[config.mk]
export PLATFORM = sky130hd
export DESIGN_NAME = bde_emit
export DESIGN_NICKNAME = d
export VERILOG_FILES = /design/src/design/bde_pkg.sv /design/src/design/bde_emit.sv
export SDC_FILE = /design/constraint.sdc
export NUM_CORES = 1
export LEC_CHECK = 0
export BUFFER_PORTS_ARGS = -buffer_cell sky130_fd_sc_hd__buf_2
export CORE_MARGIN = 10
export CORE_UTILIZATION = 50
export CTS_CLUSTER_DIAMETER = 50
export CTS_CLUSTER_SIZE = 40
export DETAILED_ROUTE_END_ITERATION = 8
export PLACE_DENSITY = 0.69
export SYNTH_ARGS = -nofsm -noshare
export SYNTH_HDL_FRONTEND = slang
export SYNTH_SLANG_ARGS = --single-unit
[constraint.sdc]
create_clock -name clk -period 3.75 [get_ports clk]
set_input_delay 0.75 -clock clk [delete_from_list [all_inputs] [get_ports clk]]
set_output_delay 0.75 -clock clk [all_outputs]
set_load 0.05 [all_outputs]
[src/design/bde_pkg.sv]
`timescale 1ns / 1ps
// shared types and constants of the block delta encoder
// used by bde_emit and block_delta_encoder, depends on nothing
package bde_pkg;

    // defaults for the top-level parameters
    localparam int DEF_MAX_STATE_BYTES = 65536;
    localparam int DEF_BLOCK_BYTES     = 64;
    localparam int RESET_STATE_BYTES   = 65536;

    // delta format constants
    localparam int HEADER_BYTES = 16;
    localparam int INDEX_BYTES  = 4;

    // field widths of the result word
    localparam int KIND_W    = 3;
    localparam int WORD_W    = 64;
    localparam int CHANGED_W = 11;
    localparam int PAYLOAD_W = 17;
    localparam int RES_W     = WORD_W + CHANGED_W + PAYLOAD_W + 1;
    localparam int TDATA_W   = ((RES_W + 7) / 8) * 8;
    localparam int PAD_W     = TDATA_W - RES_W;

    // configuration port
    localparam int CFG_W           = 17;
    localparam int APB_DATA_W      = 32;
    localparam int PADDR_W         = 3;
    localparam int REG_STATE_BYTES = 0;

    // result kinds
    typedef enum logic [KIND_W-1:0] {
        KIND_BLOCK_SIZE   = 3'd0,
        KIND_BLOCK_COUNT  = 3'd1,
        KIND_TAIL_LENGTH  = 3'd2,
        KIND_BLOCK_INDEX  = 3'd3,
        KIND_BLOCK_DATA   = 3'd4,
        KIND_TAIL_BYTE    = 3'd5,
        KIND_RAW_BYTE     = 3'd6,
        KIND_TRAILER      = 3'd7
    } kind_t;

    // what one input byte asks the emitter to send
    typedef struct packed {
        logic hdr;       // three header words
        logic one_byte;  // tail or raw byte word
        logic raw;       // byte word is a raw byte
        logic blk;       // block index and data words
        logic bank;      // buffer bank holding the block
        logic trl;       // trailer word
        logic key;       // keyframe flag for the trailer
    } emit_ctl_t;

endpackage

[src/design/bde_emit.sv]
`timescale 1ns / 1ps
// result sequencer: holds the double-banked block buffer and turns one
// byte's request into its words on the output stream; depends on bde_pkg
module bde_emit #(
    parameter int MAX_STATE_BYTES = bde_pkg::DEF_MAX_STATE_BYTES,
    parameter int BLOCK_BYTES     = bde_pkg::DEF_BLOCK_BYTES
) (
    input  logic                          clk,
    input  logic                          rst_n,
    // request from the compare stage
    input  logic                          load_valid,
    output logic                          load_ready,
    input  bde_pkg::emit_ctl_t            load_ctl,
    input  logic [7:0]                    load_byte,
    input  logic [$clog2(MAX_STATE_BYTES+1)-1:0] load_bidx,
    input  logic [$clog2(MAX_STATE_BYTES/BLOCK_BYTES+1)-1:0] load_changed,
    input  logic [$clog2(bde_pkg::HEADER_BYTES + (MAX_STATE_BYTES/BLOCK_BYTES)
                  * (bde_pkg::INDEX_BYTES+BLOCK_BYTES) + BLOCK_BYTES + 1)-1:0] load_payload,
    // header values of the current size
    input  logic [$clog2(MAX_STATE_BYTES+1)-1:0] hdr_blocks,
    input  logic [$clog2(BLOCK_BYTES)-1:0] hdr_tail,
    // block buffer write port
    input  logic                          buf_we,
    input  logic                          buf_bank,
    input  logic [(((BLOCK_BYTES+7)/8) > 1 ? $clog2((BLOCK_BYTES+7)/8) : 1)-1:0] buf_wrd,
    input  logic [2:0]                    buf_lane,
    input  logic [7:0]                    buf_byte,
    // result stream
    output logic                          m_axis_tvalid,
    input  logic                          m_axis_tready,
    output logic [bde_pkg::TDATA_W-1:0]   m_axis_tdata,  // word, changed_blocks, payload_length, keyframe, pad
    output logic [bde_pkg::KIND_W-1:0]    m_axis_tuser,  // kind
    output logic                          m_axis_tlast
);

    localparam int NW     = $clog2(MAX_STATE_BYTES + 1);
    localparam int RW     = $clog2(BLOCK_BYTES);
    localparam int CW     = $clog2(MAX_STATE_BYTES / BLOCK_BYTES + 1);
    localparam int PW     = $clog2(bde_pkg::HEADER_BYTES + (MAX_STATE_BYTES / BLOCK_BYTES)
                                   * (bde_pkg::INDEX_BYTES + BLOCK_BYTES) + BLOCK_BYTES + 1);
    localparam int WORDS  = (BLOCK_BYTES + 7) / 8;
    localparam int WIW    = (WORDS > 1) ? $clog2(WORDS) : 1;
    localparam int LAST_W = (BLOCK_BYTES - 1) / 8;
    localparam int LAST_L = (BLOCK_BYTES - 1) % 8;
    localparam logic [bde_pkg::WORD_W-1:0] LAST_MASK = (LAST_L == 7) ? {bde_pkg::WORD_W{1'b1}}
        : ((bde_pkg::WORD_W'(1) << (8 * (LAST_L + 1))) - bde_pkg::WORD_W'(1));

    typedef struct packed {
        logic hdr0;
        logic hdr1;
        logic hdr2;
        logic idx;
        logic data;
        logic one_byte;
        logic trl;
    } pend_t;

    // block buffer, two banks of packed words
    logic [bde_pkg::WORD_W-1:0] bb_mem [2][WORDS];

    logic                 cur_valid_reg;
    pend_t                pend_reg;
    pend_t                pend_after;
    logic [WIW-1:0]       dw_reg;
    logic [WIW-1:0]       dw_next;
    logic [7:0]           cur_byte_reg;
    logic                 cur_raw_reg;
    logic                 cur_bank_reg;
    logic                 cur_key_reg;
    logic [NW-1:0]        cur_bidx_reg;
    logic [CW-1:0]        cur_changed_reg;
    logic [PW-1:0]        cur_payload_reg;

    logic                 out_free;
    logic                 fire;
    logic                 take;
    logic [bde_pkg::WORD_W-1:0] data_word;

    bde_pkg::kind_t              sel_kind;
    logic [bde_pkg::WORD_W-1:0]    sel_word;
    logic [bde_pkg::CHANGED_W-1:0] sel_changed;
    logic [bde_pkg::PAYLOAD_W-1:0] sel_payload;
    logic                          sel_key;
    logic                          sel_last;

    bde_pkg::kind_t              kind_reg;
    logic [bde_pkg::WORD_W-1:0]    word_reg;
    logic [bde_pkg::CHANGED_W-1:0] changed_reg;
    logic [bde_pkg::PAYLOAD_W-1:0] payload_reg;
    logic                          key_reg;
    logic                          last_reg;
    logic                          valid_reg;

    // buffer write, one byte lane at a time
    always_ff @(posedge clk)
    begin
        if (buf_we)
        begin
            bb_mem[buf_bank][buf_wrd][buf_lane*8 +: 8] <= buf_byte;
        end
    end

    // word read, upper lanes of a short last word read as zero
    always_comb
    begin
        data_word = bb_mem[cur_bank_reg][dw_reg];
        if (dw_reg == WIW'(LAST_W))
        begin
            data_word = data_word & LAST_MASK;
        end
    end

    assign out_free   = !valid_reg || m_axis_tready;
    assign fire       = cur_valid_reg && out_free;
    assign load_ready = !cur_valid_reg || (fire && (pend_after == '0));
    assign take       = load_valid && load_ready;

    // pick the next word in stream order
    always_comb
    begin
        pend_after  = pend_reg;
        dw_next     = dw_reg;
        sel_kind    = bde_pkg::KIND_TRAILER;
        sel_word    = '0;
        sel_changed = '0;
        sel_payload = '0;
        sel_key     = 1'b0;
        sel_last    = 1'b0;
        priority if (pend_reg.hdr0)
        begin
            sel_kind        = bde_pkg::KIND_BLOCK_SIZE;
            sel_word        = bde_pkg::WORD_W'(BLOCK_BYTES);
            pend_after.hdr0 = 1'b0;
        end
        else if (pend_reg.hdr1)
        begin
            sel_kind        = bde_pkg::KIND_BLOCK_COUNT;
            sel_word        = bde_pkg::WORD_W'(hdr_blocks);
            pend_after.hdr1 = 1'b0;
        end
        else if (pend_reg.hdr2)
        begin
            sel_kind        = bde_pkg::KIND_TAIL_LENGTH;
            sel_word        = bde_pkg::WORD_W'(hdr_tail);
            pend_after.hdr2 = 1'b0;
        end
        else if (pend_reg.idx)
        begin
            sel_kind       = bde_pkg::KIND_BLOCK_INDEX;
            sel_word       = bde_pkg::WORD_W'(cur_bidx_reg);
            pend_after.idx = 1'b0;
        end
        else if (pend_reg.data)
        begin
            sel_kind = bde_pkg::KIND_BLOCK_DATA;
            sel_word = data_word;
            if (dw_reg == WIW'(LAST_W))
            begin
                pend_after.data = 1'b0;
            end
            else
            begin
                dw_next = dw_reg + WIW'(1);
            end
        end
        else if (pend_reg.one_byte)
        begin
            sel_kind            = cur_raw_reg ? bde_pkg::KIND_RAW_BYTE : bde_pkg::KIND_TAIL_BYTE;
            sel_word            = bde_pkg::WORD_W'(cur_byte_reg);
            pend_after.one_byte = 1'b0;
        end
        else
        begin
            sel_changed    = (bde_pkg::CHANGED_W)'(cur_changed_reg);
            sel_payload    = (bde_pkg::PAYLOAD_W)'(cur_payload_reg);
            sel_key        = cur_key_reg;
            sel_last       = 1'b1;
            pend_after.trl = 1'b0;
        end
    end

    // current request
    always_ff @(posedge clk or negedge rst_n)
    begin
        if (!rst_n)
        begin
            cur_valid_reg <= 1'b0;
            pend_reg      <= '0;
            dw_reg        <= '0;
        end
        else if (take)
        begin
            cur_valid_reg <= 1'b1;
            pend_reg      <= '{hdr0: load_ctl.hdr, hdr1: load_ctl.hdr, hdr2: load_ctl.hdr,
                               idx: load_ctl.blk, data: load_ctl.blk,
                               one_byte: load_ctl.one_byte, trl: load_ctl.trl};
            dw_reg        <= '0;
        end
        else if (fire)
        begin
            cur_valid_reg <= (pend_after != '0);
            pend_reg      <= pend_after;
            dw_reg        <= dw_next;
        end
    end

    // request payload
    always_ff @(posedge clk)
    begin
        if (take)
        begin
            cur_byte_reg    <= load_byte;
            cur_raw_reg     <= load_ctl.raw;
            cur_bank_reg    <= load_ctl.bank;
            cur_key_reg     <= load_ctl.key;
            cur_bidx_reg    <= load_bidx;
            cur_changed_reg <= load_changed;
            cur_payload_reg <= load_payload;
        end
    end

    // output register
    always_ff @(posedge clk or negedge rst_n)
    begin
        if (!rst_n)
        begin
            valid_reg <= 1'b0;
        end
        else if (fire)
        begin
            valid_reg <= 1'b1;
        end
        else if (m_axis_tready)
        begin
            valid_reg <= 1'b0;
        end
    end

    always_ff @(posedge clk)
    begin
        if (fire)
        begin
            kind_reg    <= sel_kind;
            word_reg    <= sel_word;
            changed_reg <= sel_changed;
            payload_reg <= sel_payload;
            key_reg     <= sel_key;
            last_reg    <= sel_last;
        end
    end

    assign m_axis_tvalid = valid_reg;
    assign m_axis_tdata  = {{bde_pkg::PAD_W{1'b0}}, key_reg, payload_reg, changed_reg, word_reg};
    assign m_axis_tuser  = kind_reg;
    assign m_axis_tlast  = last_reg;

    // a live request always has a word left
    a_cur_has_work: assert property (@(posedge clk) disable iff (!rst_n)
        cur_valid_reg |-> (pend_reg != '0))
        else $error("emitter holds a request with nothing pending");

    // a new request only replaces one that is finishing
    a_take_on_finish: assert property (@(posedge clk) disable iff (!rst_n)
        (take && cur_valid_reg) |-> (fire && (pend_after == '0)))
        else $error("emitter request overwritten before done");

    // the frame end marker goes with the trailer only
    a_last_is_trailer: assert property (@(posedge clk) disable iff (!rst_n)
        (m_axis_tvalid && m_axis_tlast) |-> (m_axis_tuser == bde_pkg::KIND_TRAILER))
        else $error("tlast on a word that is not a trailer");

endmodule
Word-level counts from Yosys, hierarchy flattened:

Memory sizes are Yosys's and may differ from the RTL's. A register that Yosys moved wholly into a read port is not among the register bits.
Index checks and enable logic that the tools add are counted.

* add/sub/neg operators: 2
* order comparisons: 3
* eq/ne operators: 6
* shift operators: 2
* mux-type cells: 42
* bitwise logic cells: 2
* reductions and logical operators: 18

Operator list (number)
* 512-bit 2-to-1 mux: 1
* 64-bit 2-to-1 mux: 4
* 64-bit binary-select mux with 3-bit select: 1
* 64-bit demux with 3-bit select: 1
* 8-bit by 34-bit variable shift with 64-bit output (first input constant): 1
* 8-bit by 34-bit variable part select with 64-bit output: 1
* 17-bit 2-to-1 mux: 3
* 6-bit negation with 34-bit output: 1
* 3-bit 2-to-1 mux: 9
* 7-bit 2-to-1 mux: 2
* 2-bit 2-to-1 mux: 6
* 1-bit 2-to-1 mux: 11
* 4-bit >= comparator (second input constant): 2
* 8-bit 2-to-1 mux: 1
* 2-bit by 1-bit != test with 1-bit output (second input constant): 4
* 3-bit inverter with 4-bit output: 2
* 7-bit zero test: 1
* 7-bit AND reduction: 1
* 7-bit nonzero test: 1
* 6-bit 2-to-1 mux: 1
* 2-bit nonzero test: 3
* 6-bit OR reduction: 1
* 5-bit 2-to-1 mux: 1
* 5-bit OR reduction: 1
* other kinds (10): 15

* register bits after elaboration: 165
* memory bits (writable): 1024
* bits of input ports: 103
* output and inout bits: 102
* word-level logic and storage cells: 102
* memories: 1

Memories
* bb_mem: words 2, width 512, read ports 1, clocked after Yosys merged registers in 1, write ports 1, RTL line bde_emit.sv:59 `logic [bde_pkg::WORD_W-1:0] bb_mem [2][WORDS];`

Logic depth before layout (Yosys ltp):

* depth after elaboration: 13
* mapped depth: 10

Worst setup path before layout:

OpenSTA, ideal clock, no wires.

* kind: input port to flip-flop
* start point: input m_axis_tready
* end point: register pend_reg[4] (netlist bit)
* library setup time: 128 ps
* arrival: 3555 ps
* required time: 3622 ps
* path slack: 68 ps
* stages: 5
* buffers on the path: 0
* cell sequence: nand2b_1 -> nand2_1 -> inv_1 -> a21boi_0 -> mux2_1

* cells in the longest elaborated chain, start to end: 6

Ends and longest elaborated chain
* start, declared: RTL line bde_emit.sv:30 `input logic m_axis_tready,`
* 1-bit logical OR *: RTL line bde_emit.sv:113 `assign out_free = !valid_reg || m_axis_tready;`
* 1-bit logical AND *: RTL line bde_emit.sv:114 `assign fire = cur_valid_reg && out_free;`
* net fire: RTL line bde_emit.sv:75 `logic fire;`
* 1-bit logical AND: RTL line bde_emit.sv:115 `assign load_ready = !cur_valid_reg || (fire && (pend_after == '0));`
* 1-bit logical OR: RTL line bde_emit.sv:115
* 1-bit logical AND: RTL line bde_emit.sv:116 `assign take = load_valid && load_ready;`
* 7-bit 2-to-1 mux or 2-bit nonzero test (tied branches)
* end signal, assigned: RTL line bde_emit.sv:194 `pend_reg <= '{hdr0: load_ctl.hdr, hdr1: load_ctl.hdr, hdr2: load_ctl.hdr,`
* end signal, assigned: RTL line bde_emit.sv:202 `pend_reg <= pend_after;`
* end, declared: RTL line bde_emit.sv:62 `pend_t pend_reg;`

Mark *: on every way through the listed nets, which the timed path passes. The rest lies on a longest branch.
A chain may end at the register's enable or synchronous reset.

Worst setup path in the final report:

* start point: register pend_reg[4] (netlist bit)
* end point: output load_ready

* cells in the longest elaborated chain, start to end: 6

Ends and longest elaborated chain
* 4-bit 2-to-1 mux: RTL line bde_emit.sv:141 `else if (pend_reg.hdr2)`
* 5-bit 2-to-1 mux: RTL line bde_emit.sv:135 `else if (pend_reg.hdr1)`
* 6-bit 2-to-1 mux *: RTL line bde_emit.sv:129 `priority if (pend_reg.hdr0)`
* 7-bit zero test *: RTL line bde_emit.sv:115
* 1-bit logical AND *: RTL line bde_emit.sv:115
* 1-bit logical OR *: RTL line bde_emit.sv:115
* end, declared: RTL line bde_emit.sv:12 `output logic load_ready,`

Mark *: on every way between the ends. The rest lies on a longest branch, timed or not.

==> metrics.log <==
[metrics] result of the run: finished, final reports clean
[metrics] count of fill cells added during filler insertion: 6,494
[metrics] Cell variety after synth: 48
[metrics] clock tree buffer depth: 3
[metrics] fraction of post-synthesis cell area in the top cell type by area: 77.0%
[metrics] horizontal extent of the die: 323 um
[metrics] number of remaining DRC errors: 0
[metrics] Post-synth EDFFs: 1,177
[metrics] first-pass GRT wire length: 157,000 um
[metrics] Final Core Density: 58.3%
[metrics] Boundary Pins: 205
[metrics] Pwr Density: 667 mW/mm^2
[metrics] number of cells after detailed placement: 3,644
[metrics] sum of routed wire length over all layers: 105,000 um
[metrics] worst reg2reg startpoint: pend_reg[4]
[metrics] category of the critical setup timing path: flip-flop to output pin
[metrics] relative slew slack: 30.8%
[metrics] clock tree from TritonCTS: done
[metrics] transition time of the tightest slew-check pin: 1040 ps
[metrics] Worst Setup End Kind: output pin
[metrics] count of instances resized after the clock tree is built: 0
[metrics] largest net degree at the start of global routing: 124
[metrics] CP Cell Sequence: or4_4, o21ai_1, o21ai_1, nor2_1, buf_2
[metrics] most frequently used flop master after synthesis: sky130_fd_sc_hd__edfxtp_1
[metrics] max-slew violation count: 0
[metrics] area of the core: 0.0914 mm^2
[metrics] routed length per instance: 27.4 um
[metrics] cell occurring most often along the worst timing path: sky130_fd_sc_hd__o21ai_1
[metrics] layout cell share with drive strength beyond 1: 34.7%
[metrics] DRC violation total after the first TritonRoute iteration: 2,844
[metrics] number of core rows: 111
[metrics] endpoint required time on the critical path: 3000 ps
[metrics] detail-routed via count per cell: 5.91
[metrics] total CTS buffers: 101
[metrics] share of flip-flops with an asynchronous set or reset: 1.01%
[metrics] CP arrival: 2700 ps
[metrics] max FFs per register: 1,024
[metrics] Peak VDD IR: 0.574 mV
[metrics] clock transition at the registers of the reported paths: 80 ps
[metrics] number of hold violations in the final report: 0
[metrics] overall fraction of global-route tracks in use: 20.3%
[metrics] Worst Clk Skew: 35.4 ps
[metrics] Setup Viol. Count Final: 0
[metrics] Placer Congestion: 0.807
[metrics] y dimension of the die: 323 um
[metrics] fraction of the cycle the final worst path needs: 92.1%
[metrics] post-route insts no fill: 3,843
[metrics] Seq cells post-synth: 1,190
[metrics] area taken by multi-input logic gates: 0.00968 mm^2
[metrics] instance count of the mapped netlist: 2,152
[metrics] leading post-synthesis cells by instance count: 1,177 x sky130_fd_sc_hd__edfxtp_1, 303 x sky130_fd_sc_hd__mux4_2, 168 x sky130_fd_sc_hd__nor2_1, 114 x sky130_fd_sc_hd__nand2_1, 69 x sky130_fd_sc_hd__clkbuf_1
[metrics] Port Buffers: 201
[metrics] largest stage delay on the critical path: 660 ps
[metrics] Period minus WS final: 3450 ps
[metrics] ANT nets after route: 0
[metrics] total number of vias: 22,700
[metrics] area of the mapped netlist: 0.0459 mm^2
[metrics] setup TNS: 0 ps
[metrics] number of clock sinks seen by CTS: 1,190
[metrics] vias in the first global route: 23,400
[metrics] count of max-cap constraint violations: 0
[metrics] detailed placement HPWL: 68,500 um
[metrics] area used by sequential logic in the layout: 0.0357 mm^2
[metrics] H-tree level count: 3
[metrics] sequential element share of the synthesized area: 77.7%
[metrics] overall overflow remaining after global route: 0
[metrics] Worst Hold Class: input port to flip-flop
[metrics] worst flop-to-flop path endpoint: word_reg[22]
[metrics] Static Leakage: 15.3 nW
[metrics] Syn. warnings: 0
[metrics] TritonRoute pass-1 iters: 6
[metrics] insertion delay to the later sink of the worst-skew pair: 690 ps
[metrics] Worst Path Max Fanout: 19
[metrics] Setup Buffers After CTS: 0
[metrics] Critical Path Sink: load_ready
[metrics] startpoint of the worst setup timing path: pend_reg[4]
[metrics] number of antenna violations at the first check in global routing: 8
[metrics] RSZ-0062 raised after global routing: false
[metrics] full die area: 0.104 mm^2
[metrics] post-synthesis average cell area: 21.3 um^2
[metrics] top-count cell post-synth: sky130_fd_sc_hd__edfxtp_1
[metrics] biggest area consumer among synthesized cells: sky130_fd_sc_hd__edfxtp_1
[metrics] starting density of the core: 50.2%
[metrics] kind of start point of the critical path: flip-flop
[metrics] Area Overhead vs Synth: 16.2%
[metrics] FF-to-FF path depth: 4
[metrics] final-stage net count: 2,672
[metrics] slowest stage cell on the critical path: sky130_fd_sc_hd__or4_4
[metrics] hold slack final: 234 ps
[metrics] timing-limited maximum frequency: 289 MHz
[metrics] internal reg-to-reg setup slack: 830 ps
[metrics] clock root buffer master: sky130_fd_sc_hd__clkbuf_16
[metrics] top cells by area, synth: sky130_fd_sc_hd__edfxtp_1 77%, sky130_fd_sc_hd__mux4_2 15%, sky130_fd_sc_hd__nor2_1 1.4%
cell type report:
cell class	count	area share, %
inverter	11	0.0868
sequential	1190	66.9
clock buffer	106	4.82
timing repair buffer	417	5.12
multi-input combinational	841	18.2
tap	1186	2.78
antenna	6	0.0282
clock inverter	86	2.07
cell usage in the layout, fill, tap and decap left out, types with 4 or more instances in the layout:
cell type,synthesis,final
sky130_fd_sc_hd__clkbuf_1,69,4
sky130_fd_sc_hd__and3_1,12,12
sky130_fd_sc_hd__buf_12,0,8
sky130_fd_sc_hd__clkinv_8,0,17
sky130_fd_sc_hd__nand3_1,21,21
sky130_fd_sc_hd__a222oi_1,9,9
sky130_fd_sc_hd__inv_12,0,9
sky130_fd_sc_hd__nand2_1,114,113
sky130_fd_sc_hd__ha_1,7,7
sky130_fd_sc_hd__inv_8,0,22
sky130_fd_sc_hd__clkinv_4,0,5
sky130_fd_sc_hd__edfxtp_1,1177,1177
sky130_fd_sc_hd__clkbuf_16,0,102
sky130_fd_sc_hd__mux4_2,303,303
sky130_fd_sc_hd__a32o_1,7,7
sky130_fd_sc_hd__diode_2,0,6
sky130_fd_sc_hd__and2_1,61,61
sky130_fd_sc_hd__inv_6,0,18
sky130_fd_sc_hd__buf_2,28,201
sky130_fd_sc_hd__nor2b_1,52,52
sky130_fd_sc_hd__a21oi_1,5,5
sky130_fd_sc_hd__a31oi_1,7,7
sky130_fd_sc_hd__nor2_1,168,168
sky130_fd_sc_hd__o2111ai_1,6,6
sky130_fd_sc_hd__nor3_1,7,7
sky130_fd_sc_hd__mux2i_1,12,12
sky130_fd_sc_hd__a21o_1,9,9
sky130_fd_sc_hd__o21ai_0,5,5
sky130_fd_sc_hd__nand2b_1,11,11
sky130_fd_sc_hd__dfrtp_1,12,10
sky130_fd_sc_hd__clkinvlp_4,0,6
sky130_fd_sc_hd__inv_1,10,9
sky130_fd_sc_hd__buf_4,6,207
worst min path at each step:
stage / startpoint / end / slack (ps) / cells past startpoint
floorplan: rst_n / cur_valid_reg / 450 / 0
global placement: cur_bank_reg / flip-flop / 480 / 1
detailed placement: cur_bank_reg / flip-flop / 470 / 1
CTS: load_payload[8] / cur_payload_reg[8] / 200 / 1
global route: load_payload[10] / cur_payload_reg[10] / 200 / 1
finish: load_payload[8] / cur_payload_reg[8] / 230 / 1
critical path: cells and delay by family, from the launching register on:
kind / cells / cell delay [ps]
compound gates: 2 / 300
simple gates: 2 / 810
flops: 1 / 620
buf+inv: 1 / 280
where the power goes:
group	leakage [nW]	switching [mW]	internal [mW]
combinational	4.66	5.62	2.69
sequential	8.86	0.346	15.7
clock	1.77	5.55	5.66
total	15.3	11.5	24.1
through the flow:
step,setup WS (ps),power [mW],instance area (um^2)
floorplan,67.5,22.4,45900
global placement,613,24.7,49600
detailed placement,494,24.8,49600
CTS,262,35.9,53300
global route,178,37.0,53300
finish,296,35.6,53300
routing by layer:
layer / vias to the layer above / wire [um] / share of wire, % / GRT usage [%]
met3: 167 / 10200 / 9.7 / 4.55
met2: 1034 / 50700 / 48 / 32.6
met4: 8 / 2790 / 2.6 / 6.11
met5: - / 51 / 0.048 / 0
met1: 11900 / 41600 / 40 / 27.8
li1: 9630 / - / - / -
timing repair:
| action | CTS | global route |
|---|---|---|
| setup endpoints to repair | 0 | 0 |
| hold buffers | 1 | 0 |
| endpoints found under the hold margin | 12 | 0 |
cells by family (layout without fill, tap and decap cells):
family                     Yosys count  after routing  synth area share (%)
AOI/OAI and AO/OA                   56             56                 0.957
xor gates and xnor gates             1              1                0.0191
adders and majority gates            8              8                 0.213
buffers and inverters              123            620                  1.18
DFF                               1190           1190                  77.7
muxes                              318            318                  15.2
other                                1              9               0.00817
and+or+nand+nor                    455            455                  4.67
Note: power is estimated with default switching activity, not from simulation.
